**src/hdl/bdg_pkg.sv**
```systemverilog
`timescale 1ns / 1ps

package bdg_pkg;

  localparam int unsigned DbWidth   = 8;
  localparam int unsigned TimeWidth = 32;
  localparam int unsigned CfgIdxW   = 3;
  localparam int unsigned CfgDataW  = 32;
  localparam int unsigned EventW    = 3;

  localparam logic [DbWidth-1:0]   DebounceMaxRst = 8'd5;
  localparam logic [TimeWidth-1:0] LongPressRst   = 32'd1000;
  localparam logic [TimeWidth-1:0] DoubleClickRst = 32'd300;

  typedef enum logic [CfgIdxW-1:0] {
    REG_DEBOUNCE_MAX  = 3'd0,
    REG_EN_PRESS_DOWN = 3'd1,
    REG_EN_DCLICK     = 3'd2,
    REG_EN_DCLICK_HLD = 3'd3,
    REG_LONG_PRESS    = 3'd4,
    REG_DOUBLE_CLICK  = 3'd5
  } reg_idx_e;

  typedef enum logic [EventW-1:0] {
    EV_NONE         = 3'd0,
    EV_PRESS_DOWN   = 3'd1,
    EV_CLICK        = 3'd2,
    EV_DOUBLE_CLICK = 3'd3,
    EV_LONG_PRESS   = 3'd4,
    EV_LONG_RELEASE = 3'd5,
    EV_DCLICK_HOLD  = 3'd6
  } event_e;

  typedef struct packed {
    logic                 en_press_down;
    logic                 en_double_click;
    logic                 en_dclick_hold;
    logic [TimeWidth-1:0] long_press_ms;
    logic [TimeWidth-1:0] double_click_ms;
  } gest_cfg_t;

endpackage

```
**src/hdl/bdg_tick_if.sv**
```systemverilog
`timescale 1ns / 1ps

interface bdg_tick_if;
  logic        valid;
  logic        ready;
  logic        raw_pressed;
  logic [31:0] now_ms;

  modport source (output valid, output raw_pressed, output now_ms, input ready);
  modport sink   (input valid, input raw_pressed, input now_ms, output ready);
endinterface

```
**src/hdl/bdg_event_if.sv**
```systemverilog
`timescale 1ns / 1ps

interface bdg_event_if;
  logic       valid;
  logic       ready;
  logic [2:0] gesture_event;

  modport source (output valid, output gesture_event, input ready);
  modport sink   (input valid, input gesture_event, output ready);
endinterface

```
**src/hdl/button_debounce_gesture_detector.sv**
```systemverilog
`timescale 1ns / 1ps
// channel    | dir | payload                         | accepted when
// tick_in    | in  | raw_pressed, now_ms             | tick_in.valid & tick_in.ready
// event_out  | out | gesture_event                   | event_out.valid & event_out.ready
// cfg        | in  | cfg_idx_i, cfg_data_i           | cfg_we_i
//
// one tick beat per cycle while event_out is ready; a tick goes via the tick and result registers
// the tick register and the result register each hold one beat, so one more tick is taken
// while a finished event waits for the consumer
// a stall on event_out backs up into the tick register, then drops tick_in.ready
// asynchronous active-low reset clears the pipeline, gesture state and loads register defaults

module button_debounce_gesture_detector (
  input  logic                          clk_i,
  input  logic                          rst_ni,
  bdg_tick_if.sink                      tick_in,
  bdg_event_if.source                   event_out,
  input  logic                          cfg_we_i,
  input  logic [bdg_pkg::CfgIdxW-1:0]   cfg_idx_i,
  input  logic [bdg_pkg::CfgDataW-1:0]  cfg_data_i
);
  import bdg_pkg::*;

  logic [DbWidth-1:0]   debounce_max_q;
  gest_cfg_t            gcfg_q;

  logic                 tick_valid_q;
  logic                 raw_q;
  logic [TimeWidth-1:0] now_q;
  logic                 out_valid_q;
  event_e               event_q;

  logic                 tick_take;
  logic                 advance;
  logic                 stable, stable_prev;
  event_e               ev;

  assign advance        = tick_valid_q && (!out_valid_q || event_out.ready);
  assign tick_in.ready  = !tick_valid_q || advance;
  assign tick_take      = tick_in.valid && tick_in.ready;

  always_ff @(posedge clk_i or negedge rst_ni) begin
    if (!rst_ni) begin
      debounce_max_q         <= DebounceMaxRst;
      gcfg_q.en_press_down   <= 1'b0;
      gcfg_q.en_double_click <= 1'b1;
      gcfg_q.en_dclick_hold  <= 1'b0;
      gcfg_q.long_press_ms   <= LongPressRst;
      gcfg_q.double_click_ms <= DoubleClickRst;
    end else if (cfg_we_i) begin
      case (cfg_idx_i)
        REG_DEBOUNCE_MAX:  debounce_max_q         <= cfg_data_i[DbWidth-1:0];
        REG_EN_PRESS_DOWN: gcfg_q.en_press_down   <= cfg_data_i[0];
        REG_EN_DCLICK:     gcfg_q.en_double_click <= cfg_data_i[0];
        REG_EN_DCLICK_HLD: gcfg_q.en_dclick_hold  <= cfg_data_i[0];
        REG_LONG_PRESS:    gcfg_q.long_press_ms   <= cfg_data_i[TimeWidth-1:0];
        REG_DOUBLE_CLICK:  gcfg_q.double_click_ms <= cfg_data_i[TimeWidth-1:0];
        default: ;
      endcase
    end
  end

  // tick register
  always_ff @(posedge clk_i or negedge rst_ni) begin
    if (!rst_ni) begin
      tick_valid_q <= 1'b0;
    end else if (tick_take) begin
      tick_valid_q <= 1'b1;
    end else if (advance) begin
      tick_valid_q <= 1'b0;
    end
  end

  always_ff @(posedge clk_i) begin
    if (tick_take) begin
      raw_q <= tick_in.raw_pressed;
      now_q <= tick_in.now_ms;
    end
  end

  bdg_debounce u_debounce (
    .clk_i          (clk_i),
    .rst_ni         (rst_ni),
    .en_i           (advance),
    .raw_i          (raw_q),
    .debounce_max_i (debounce_max_q),
    .stable_o       (stable),
    .stable_prev_o  (stable_prev)
  );

  bdg_gesture u_gesture (
    .clk_i         (clk_i),
    .rst_ni        (rst_ni),
    .en_i          (advance),
    .stable_i      (stable),
    .stable_prev_i (stable_prev),
    .now_i         (now_q),
    .cfg_i         (gcfg_q),
    .event_o       (ev)
  );

  // result register
  always_ff @(posedge clk_i or negedge rst_ni) begin
    if (!rst_ni) begin
      out_valid_q <= 1'b0;
    end else if (advance) begin
      out_valid_q <= 1'b1;
    end else if (event_out.ready) begin
      out_valid_q <= 1'b0;
    end
  end

  always_ff @(posedge clk_i) begin
    if (advance) event_q <= ev;
  end

  assign event_out.valid         = out_valid_q;
  assign event_out.gesture_event = event_q;

  a_backpressure_blocks_input: assert property (@(posedge clk_i) disable iff (!rst_ni)
    (tick_valid_q && out_valid_q && !event_out.ready) |-> !tick_in.ready)
    else $error("tick taken while both stages are full");

endmodule

```
**src/hdl/bdg_debounce.sv**
```systemverilog
`timescale 1ns / 1ps

module bdg_debounce (
  input  logic                      clk_i,
  input  logic                      rst_ni,
  input  logic                      en_i,
  input  logic                      raw_i,
  input  logic [bdg_pkg::DbWidth-1:0] debounce_max_i,
  output logic                      stable_o,
  output logic                      stable_prev_o
);
  import bdg_pkg::*;

  logic [DbWidth-1:0] count_q, count_d;
  logic [DbWidth-1:0] top;
  logic               stable_q, stable_d;

  always_comb begin
    top     = (debounce_max_i == '0) ? DbWidth'(1) : debounce_max_i;
    count_d = count_q;
    if (raw_i) begin
      if (count_q < top) count_d = count_q + DbWidth'(1);
    end else if (count_q != '0) begin
      count_d = count_q - DbWidth'(1);
    end
    if (count_d == top) begin
      stable_d = 1'b1;
    end else if (count_d == '0) begin
      stable_d = 1'b0;
    end else begin
      stable_d = stable_q;
    end
  end

  always_ff @(posedge clk_i or negedge rst_ni) begin
    if (!rst_ni) begin
      count_q  <= '0;
      stable_q <= 1'b0;
    end else if (en_i) begin
      count_q  <= count_d;
      stable_q <= stable_d;
    end
  end

  assign stable_o      = stable_d;
  assign stable_prev_o = stable_q;

  a_stable_holds_when_idle: assert property (@(posedge clk_i) disable iff (!rst_ni)
    !$past(en_i) |-> $stable(stable_q))
    else $error("stable level moved without a tick");

endmodule

```
**src/hdl/bdg_gesture.sv**
```systemverilog
`timescale 1ns / 1ps

module bdg_gesture (
  input  logic                          clk_i,
  input  logic                          rst_ni,
  input  logic                          en_i,
  input  logic                          stable_i,
  input  logic                          stable_prev_i,
  input  logic [bdg_pkg::TimeWidth-1:0] now_i,
  input  bdg_pkg::gest_cfg_t            cfg_i,
  output bdg_pkg::event_e               event_o
);
  import bdg_pkg::*;

  typedef enum logic [2:0] {
    ST_IDLE          = 3'd0,
    ST_PRESSED       = 3'd1,
    ST_WAIT_SECOND   = 3'd2,
    ST_WAIT_REL_LONG = 3'd3,
    ST_WAIT_REL_DC   = 3'd4,
    ST_WAIT_REL_HOLD = 3'd5
  } state_e;

  state_e               state_q, state_d;
  logic [TimeWidth-1:0] press_time_q, press_time_d;
  logic [TimeWidth-1:0] release_time_q, release_time_d;
  logic [TimeWidth-1:0] second_time_q, second_time_d;
  logic                 rise, fall;
  logic                 long_hit, dc_expired, hold_hit;
  event_e               ev;

  always_comb begin
    rise       = stable_i && !stable_prev_i;
    fall       = !stable_i && stable_prev_i;
    long_hit   = (now_i - press_time_q) >= cfg_i.long_press_ms;
    dc_expired = (now_i - release_time_q) >= cfg_i.double_click_ms;
    hold_hit   = (now_i - second_time_q) >= cfg_i.long_press_ms;

    state_d        = state_q;
    press_time_d   = press_time_q;
    release_time_d = release_time_q;
    second_time_d  = second_time_q;
    ev             = EV_NONE;

    case (state_q)
      ST_PRESSED: begin
        if (fall) begin
          if (cfg_i.en_double_click) begin
            state_d        = ST_WAIT_SECOND;
            release_time_d = now_i;
          end else begin
            state_d = ST_IDLE;
            ev      = EV_CLICK;
          end
        end else if (stable_i && long_hit) begin
          state_d = ST_WAIT_REL_LONG;
          ev      = EV_LONG_PRESS;
        end
      end
      ST_WAIT_SECOND: begin
        // pressed edge wins over the window timeout
        if (rise) begin
          state_d       = ST_WAIT_REL_DC;
          second_time_d = now_i;
          ev            = EV_DOUBLE_CLICK;
        end else if (dc_expired) begin
          state_d = ST_IDLE;
          ev      = EV_CLICK;
        end
      end
      ST_WAIT_REL_LONG: begin
        if (fall) begin
          state_d = ST_IDLE;
          ev      = EV_LONG_RELEASE;
        end
      end
      ST_WAIT_REL_DC: begin
        if (fall) begin
          state_d = ST_IDLE;
        end else if (cfg_i.en_dclick_hold && stable_i && hold_hit) begin
          state_d = ST_WAIT_REL_HOLD;
          ev      = EV_DCLICK_HOLD;
        end
      end
      ST_WAIT_REL_HOLD: begin
        if (fall) state_d = ST_IDLE;
      end
      default: begin
        state_d = ST_IDLE;
        if (rise) begin
          state_d      = ST_PRESSED;
          press_time_d = now_i;
          if (cfg_i.en_press_down) ev = EV_PRESS_DOWN;
        end
      end
    endcase
  end

  always_ff @(posedge clk_i or negedge rst_ni) begin
    if (!rst_ni) begin
      state_q        <= ST_IDLE;
      press_time_q   <= '0;
      release_time_q <= '0;
      second_time_q  <= '0;
    end else if (en_i) begin
      state_q        <= state_d;
      press_time_q   <= press_time_d;
      release_time_q <= release_time_d;
      second_time_q  <= second_time_d;
    end
  end

  assign event_o = ev;

  a_press_down_enters_pressed: assert property (@(posedge clk_i) disable iff (!rst_ni)
    (en_i && ev == EV_PRESS_DOWN) |=> state_q == ST_PRESSED)
    else $error("press-down without entering pressed state");

  a_long_release_to_idle: assert property (@(posedge clk_i) disable iff (!rst_ni)
    (en_i && ev == EV_LONG_RELEASE) |=> state_q == ST_IDLE)
    else $error("long release did not return to idle");

  a_hold_needs_enable: assert property (@(posedge clk_i) disable iff (!rst_ni)
    (en_i && ev == EV_DCLICK_HOLD) |-> cfg_i.en_dclick_hold)
    else $error("double-click hold reported while disabled");

endmodule

```
**src/flat_wrapper.sv**
```systemverilog
// flat-port wrapper written by rule: the top's interface ports become plain ports
module button_debounce_gesture_detector_flat import bdg_pkg::*;
  (clk_i, rst_ni, cfg_we_i, cfg_idx_i, cfg_data_i, tick_in_valid, tick_in_raw_pressed, tick_in_now_ms, tick_in_ready, event_out_valid, event_out_gesture_event, event_out_ready);
  bdg_tick_if tick_in_i ();
  bdg_event_if event_out_i ();
  input  logic clk_i;
  input  logic rst_ni;
  input  logic cfg_we_i;
  input  logic [bdg_pkg::CfgIdxW-1:0] cfg_idx_i;
  input  logic [bdg_pkg::CfgDataW-1:0] cfg_data_i;
  input wire logic [$bits(tick_in_i.valid)-1:0] tick_in_valid;
  input wire logic [$bits(tick_in_i.raw_pressed)-1:0] tick_in_raw_pressed;
  input wire logic [$bits(tick_in_i.now_ms)-1:0] tick_in_now_ms;
  output wire logic [$bits(tick_in_i.ready)-1:0] tick_in_ready;
  output wire logic [$bits(event_out_i.valid)-1:0] event_out_valid;
  output wire logic [$bits(event_out_i.gesture_event)-1:0] event_out_gesture_event;
  input wire logic [$bits(event_out_i.ready)-1:0] event_out_ready;
  assign tick_in_i.valid = tick_in_valid;
  assign tick_in_i.raw_pressed = tick_in_raw_pressed;
  assign tick_in_i.now_ms = tick_in_now_ms;
  assign tick_in_ready = tick_in_i.ready;
  assign event_out_valid = event_out_i.valid;
  assign event_out_gesture_event = event_out_i.gesture_event;
  assign event_out_i.ready = event_out_ready;
  button_debounce_gesture_detector u_core (.clk_i(clk_i), .rst_ni(rst_ni), .tick_in(tick_in_i), .event_out(event_out_i), .cfg_we_i(cfg_we_i), .cfg_idx_i(cfg_idx_i), .cfg_data_i(cfg_data_i));
endmodule
```
**config.mk**
```make
export PLATFORM = sky130hd
export DESIGN_NAME = button_debounce_gesture_detector_flat
export DESIGN_NICKNAME = d
export VERILOG_FILES = /design/src/hdl/bdg_pkg.sv /design/src/hdl/bdg_tick_if.sv /design/src/hdl/bdg_event_if.sv /design/src/hdl/button_debounce_gesture_detector.sv /design/src/hdl/bdg_debounce.sv /design/src/hdl/bdg_gesture.sv /design/src/flat_wrapper.sv
export SDC_FILE = /design/constraint.sdc
export NUM_CORES = 1
export LEC_CHECK = 0
export BUFFER_PORTS_ARGS = -buffer_cell sky130_fd_sc_hd__buf_2
export CORE_MARGIN = 5
export CORE_UTILIZATION = 45
export DETAILED_ROUTE_END_ITERATION = 7
export GPL_TIMING_DRIVEN = 0
export HOLD_SLACK_MARGIN = 0.02
export SETUP_SLACK_MARGIN = 0.15
export SKIP_CTS_REPAIR_TIMING = 1
export SKIP_LAST_GASP = 1
export SYNTH_ARGS = -nofsm -noshare
export SYNTH_HDL_FRONTEND = slang
export SYNTH_SLANG_ARGS = --single-unit
```
**constraint.sdc**
```tcl
create_clock -name clk_i -period 9.3 [get_ports clk_i]
set_clock_uncertainty 0.15 [all_clocks]
set_input_delay 1.86 -clock clk_i [delete_from_list [all_inputs] [get_ports clk_i]]
set_output_delay 1.86 -clock clk_i [all_outputs]
set_load 0.01 [all_outputs]
```
==> results.json <==
{
  "max-slew-margin-rel_pct": 33.6,
  "cap_violations": 0,
  "post-dp-hpwl_um": 32600,
  "pin_count": 78,
  "syn-num-nets": 1978,
  "row_count": 69,
  "firstDrtPassIters": 5,
  "ys_top_cells_by_count": "ha_1 (199), inv_1 (190), dfrtp_1 (172), nand2_1 (140), o21ai_0 (112)",
  "insertion_delay_ps": 570,
  "cp.arrival_ps": 7160,
  "drtIter0Drc": 630,
  "cpPeakStageDelay_ps": 640,
  "clk_pin_slew_worst_paths_ps": 60,
  "cts_root_buf": "clkbuf_16",
  "initial_core_util_pct": 45.4,
  "wirelength_um": 42300,
  "grt_pass1_wl_um": 68100,
  "area_growth_pct": 11.6,
  "syn_area_um2": 16100,
  "worstReg2RegStart": "u_core.now_q[0]",
  "core-area_um2": 35500,
  "slowest_stage": "o21ai_0",
  "placed_cells": 2242,
  "finalWeightedCongestion": 0.870,
  "htreeDepth": 1,
  "cp_cell_sequence": "inv_1, ha_1, inv_1, fa_1, a211oi_1, o21ai_0, a21o_1, a221o_1, o31a_1, a211oi_1, nor3_1, nor3_1, o31ai_1, a21oi_1, xnor2_1, ha_1, nand4_1, nor2_1, nand3_1, o21ai_0, o41ai_2, a41oi_1, nand2_1, o22ai_1",
  "grt_pass1_vias": 12482,
  "final_nets": 2085,
  "clk_path_buf_depth": 3,
  "layout-drive-gt1-share_pct": 14.0,
  "synth_top_area_share_pct": 26.7,
  "worst_pin_slew_ps": 996,
  "holdCritPathClass": "flop to flop",
  "layout_min_cycle_time_ps": 6850,
  "syn_inst": 1703,
  "rrSetupSlack_ps": 2450,
  "post_drt_via_cell_ratio": 5.51,
  "synth.most_common_cell": "ha_1",
  "grt_max_degree": 108,
  "die_h_um": 199,
  "crit_start": "u_core.now_q[0]",
  "synth_area_leaders": "dfrtp_1 (27%), ha_1 (15%), edfxtp_1 (6.7%), mux2_2 (5.3%), inv_1 (4.4%)",
  "synth_seq_cells": 221,
  "synth-edff-count": 36,
  "drc": 0,
  "track_usage_pct": 21.5,
  "yosysSeqAreaShare_pct": 35.6,
  "gr-total-overflow": 0,
  "vias": 12628,
  "slew_viol_final": 0,
  "power.total_mw": 3.77,
  "wl_per_cell_um": 18.4,
  "final_util_pct": 50.6,
  "detail-route-antenna-nets": 0,
  "finalSetupTns_ps": 0,
  "ys_warn_count": 0,
  "cts_tree": "done",
  "cp_max_fo": 5,
  "fin_crit_sh_pct": 73.6,
  "cp-end-kind": "flop",
  "p_per_area_nw_per_um2": 210,
  "synth.distinct_cells": 86,
  "cts_buffers": 27,
  "worstSetupPathType": "flop to flop",
  "vdd_drop_max_mv": 0.146,
  "synth_top_area_cell": "dfrtp_1",
  "hold_path.startpoint": "u_core.u_gesture.second_time_q[7]",
  "setup_viol": 0,
  "die-area_um2": 39700,
  "worstPathRequired_ps": 9610,
  "fin_cells": 2292,
  "synth_ff_type": "dfrtp_1",
  "timing.final.hold_violations": 0,
  "syn_area_per_cell_um2": 9.45,
  "max_freq_mhz": 146,
  "rsz0062_at_grt": "no",
  "worst_slack_ps": 2450,
  "cellLeakagePower_nw": 8.33,
  "status": "complete, no violations",
  "startpoint_type": "flop",
  "die_w_um": 199,
  "antenna_found_initial": 0,
  "synthArstFlopShare_pct": 83.7,
  "dp_slack_ps": 2570,
  "clkSinkCount": 221,
  "antenna_cells": 0,
  "portBuffers": 76
}
[routing by layer]
| layer | GRT usage (%) | part of all wire (%) |
|---|---|---|
| met5 | 0 | 0 |
| met2 | 35.6 | 47 |
| met4 | 4.28 | 2.2 |
| met3 | 2.26 | 4.1 |
| met1 | 30.8 | 47 |
[final timing paths]
kind / endpoint / cells past startpoint
worst max register to register: u_core.u_gesture.state_q[1] / 24
worst max-delay path: u_core.u_gesture.state_q[1] / 24
worst min register to register: u_core.u_gesture.second_time_q[7] / 1
worst min-delay path: u_core.u_gesture.second_time_q[7] / 1
max in group asynchronous: u_core.u_gesture.release_time_q[1] / 2
min in group asynchronous: u_core.u_gesture.release_time_q[28] / 1
[through the flow]
stage / hold slack (ps) / instance area (µm²)
5_1_grt: 355 / 18000
6_report: 340 / 18000
2_1_floorplan: 306 / 16100
4_1_cts: 344 / 18000
3_5_place_dp: 331 / 17100
3_3_place_gp: 325 / 17100
[report_power, final]
group	total, mW	switching, mW	internal [mW]	leakage, nW
Sequential	1.22	0.0926	1.13	2.60
Clock	1.02	0.425	0.595	0.416
Combinational	1.53	0.894	0.632	5.32
Total	3.77	1.41	2.36	8.33
[worst max-delay path: cells and delay by family (launching register included)]
kind / cells / cell delay [ps]
DFF: 1 / 440
and+or+nand+nor: 6 / 1170
buffers and inverters: 2 / 240
AOI/OAI and AO/OA: 12 / 3690
xor gates and xnor gates: 1 / 90
adders and majority gates: 3 / 950
[state kept, by name, summed over array words and instances (netlist names)]
signal,cells
u_core.debounce_max_q,8
u_core.event_out.gesture_event,3
u_core.event_out.valid,1
u_core.gcfg_q,67
u_core.now_q,32
u_core.raw_q,1
u_core.tick_valid_q,1
u_core.u_debounce.count_q,8
u_core.u_debounce.stable_prev_o,1
u_core.u_gesture.press_time_q,32
u_core.u_gesture.release_time_q,32
u_core.u_gesture.second_time_q,32
u_core.u_gesture.state_q,3
[cell type report]
class                           instances  area (µm²)
Tap cell                              461         577
Inverter                              191         717
Sequential cell                       221        5730
Clock inverter                          9        76.3
Multi-Input combinational cell       1250        9480
Timing Repair Buffer                   78         438
Fill cell                            3345       17500
Clock buffer                           41         768
Buffer                                 41         179
[cell usage in the layout (no fill, tap or decap), types with 21 or more instances in the layout]
cell type,synthesis,routed
ha_1,199,199
inv_1,190,190
dfrtp_1,172,172
nand2_1,140,140
o21ai_0,112,112
a21oi_1,95,95
buf_2,14,89
nor2_1,77,77
mux2_2,76,76
xnor2_1,68,68
a21o_1,62,62
edfxtp_1,36,36
clkbuf_1,24,34
nand3_1,33,33
o21ai_1,31,31
xor2_1,28,28
mux2_1,28,28
clkbuf_16,0,27
nor3_1,24,23
nand4_1,22,22
nand2b_1,21,21
[cell families after synthesis]
group	synth area share, %
and+or+nand+nor	12.6
xor gates and xnor gates	5.22
AOI/OAI and AO/OA	17.8
muxes	7.34
DFF	35.6
adders and majority gates	15.8
buffers and inverters	5.57
(Power assumes the default switching activity.)
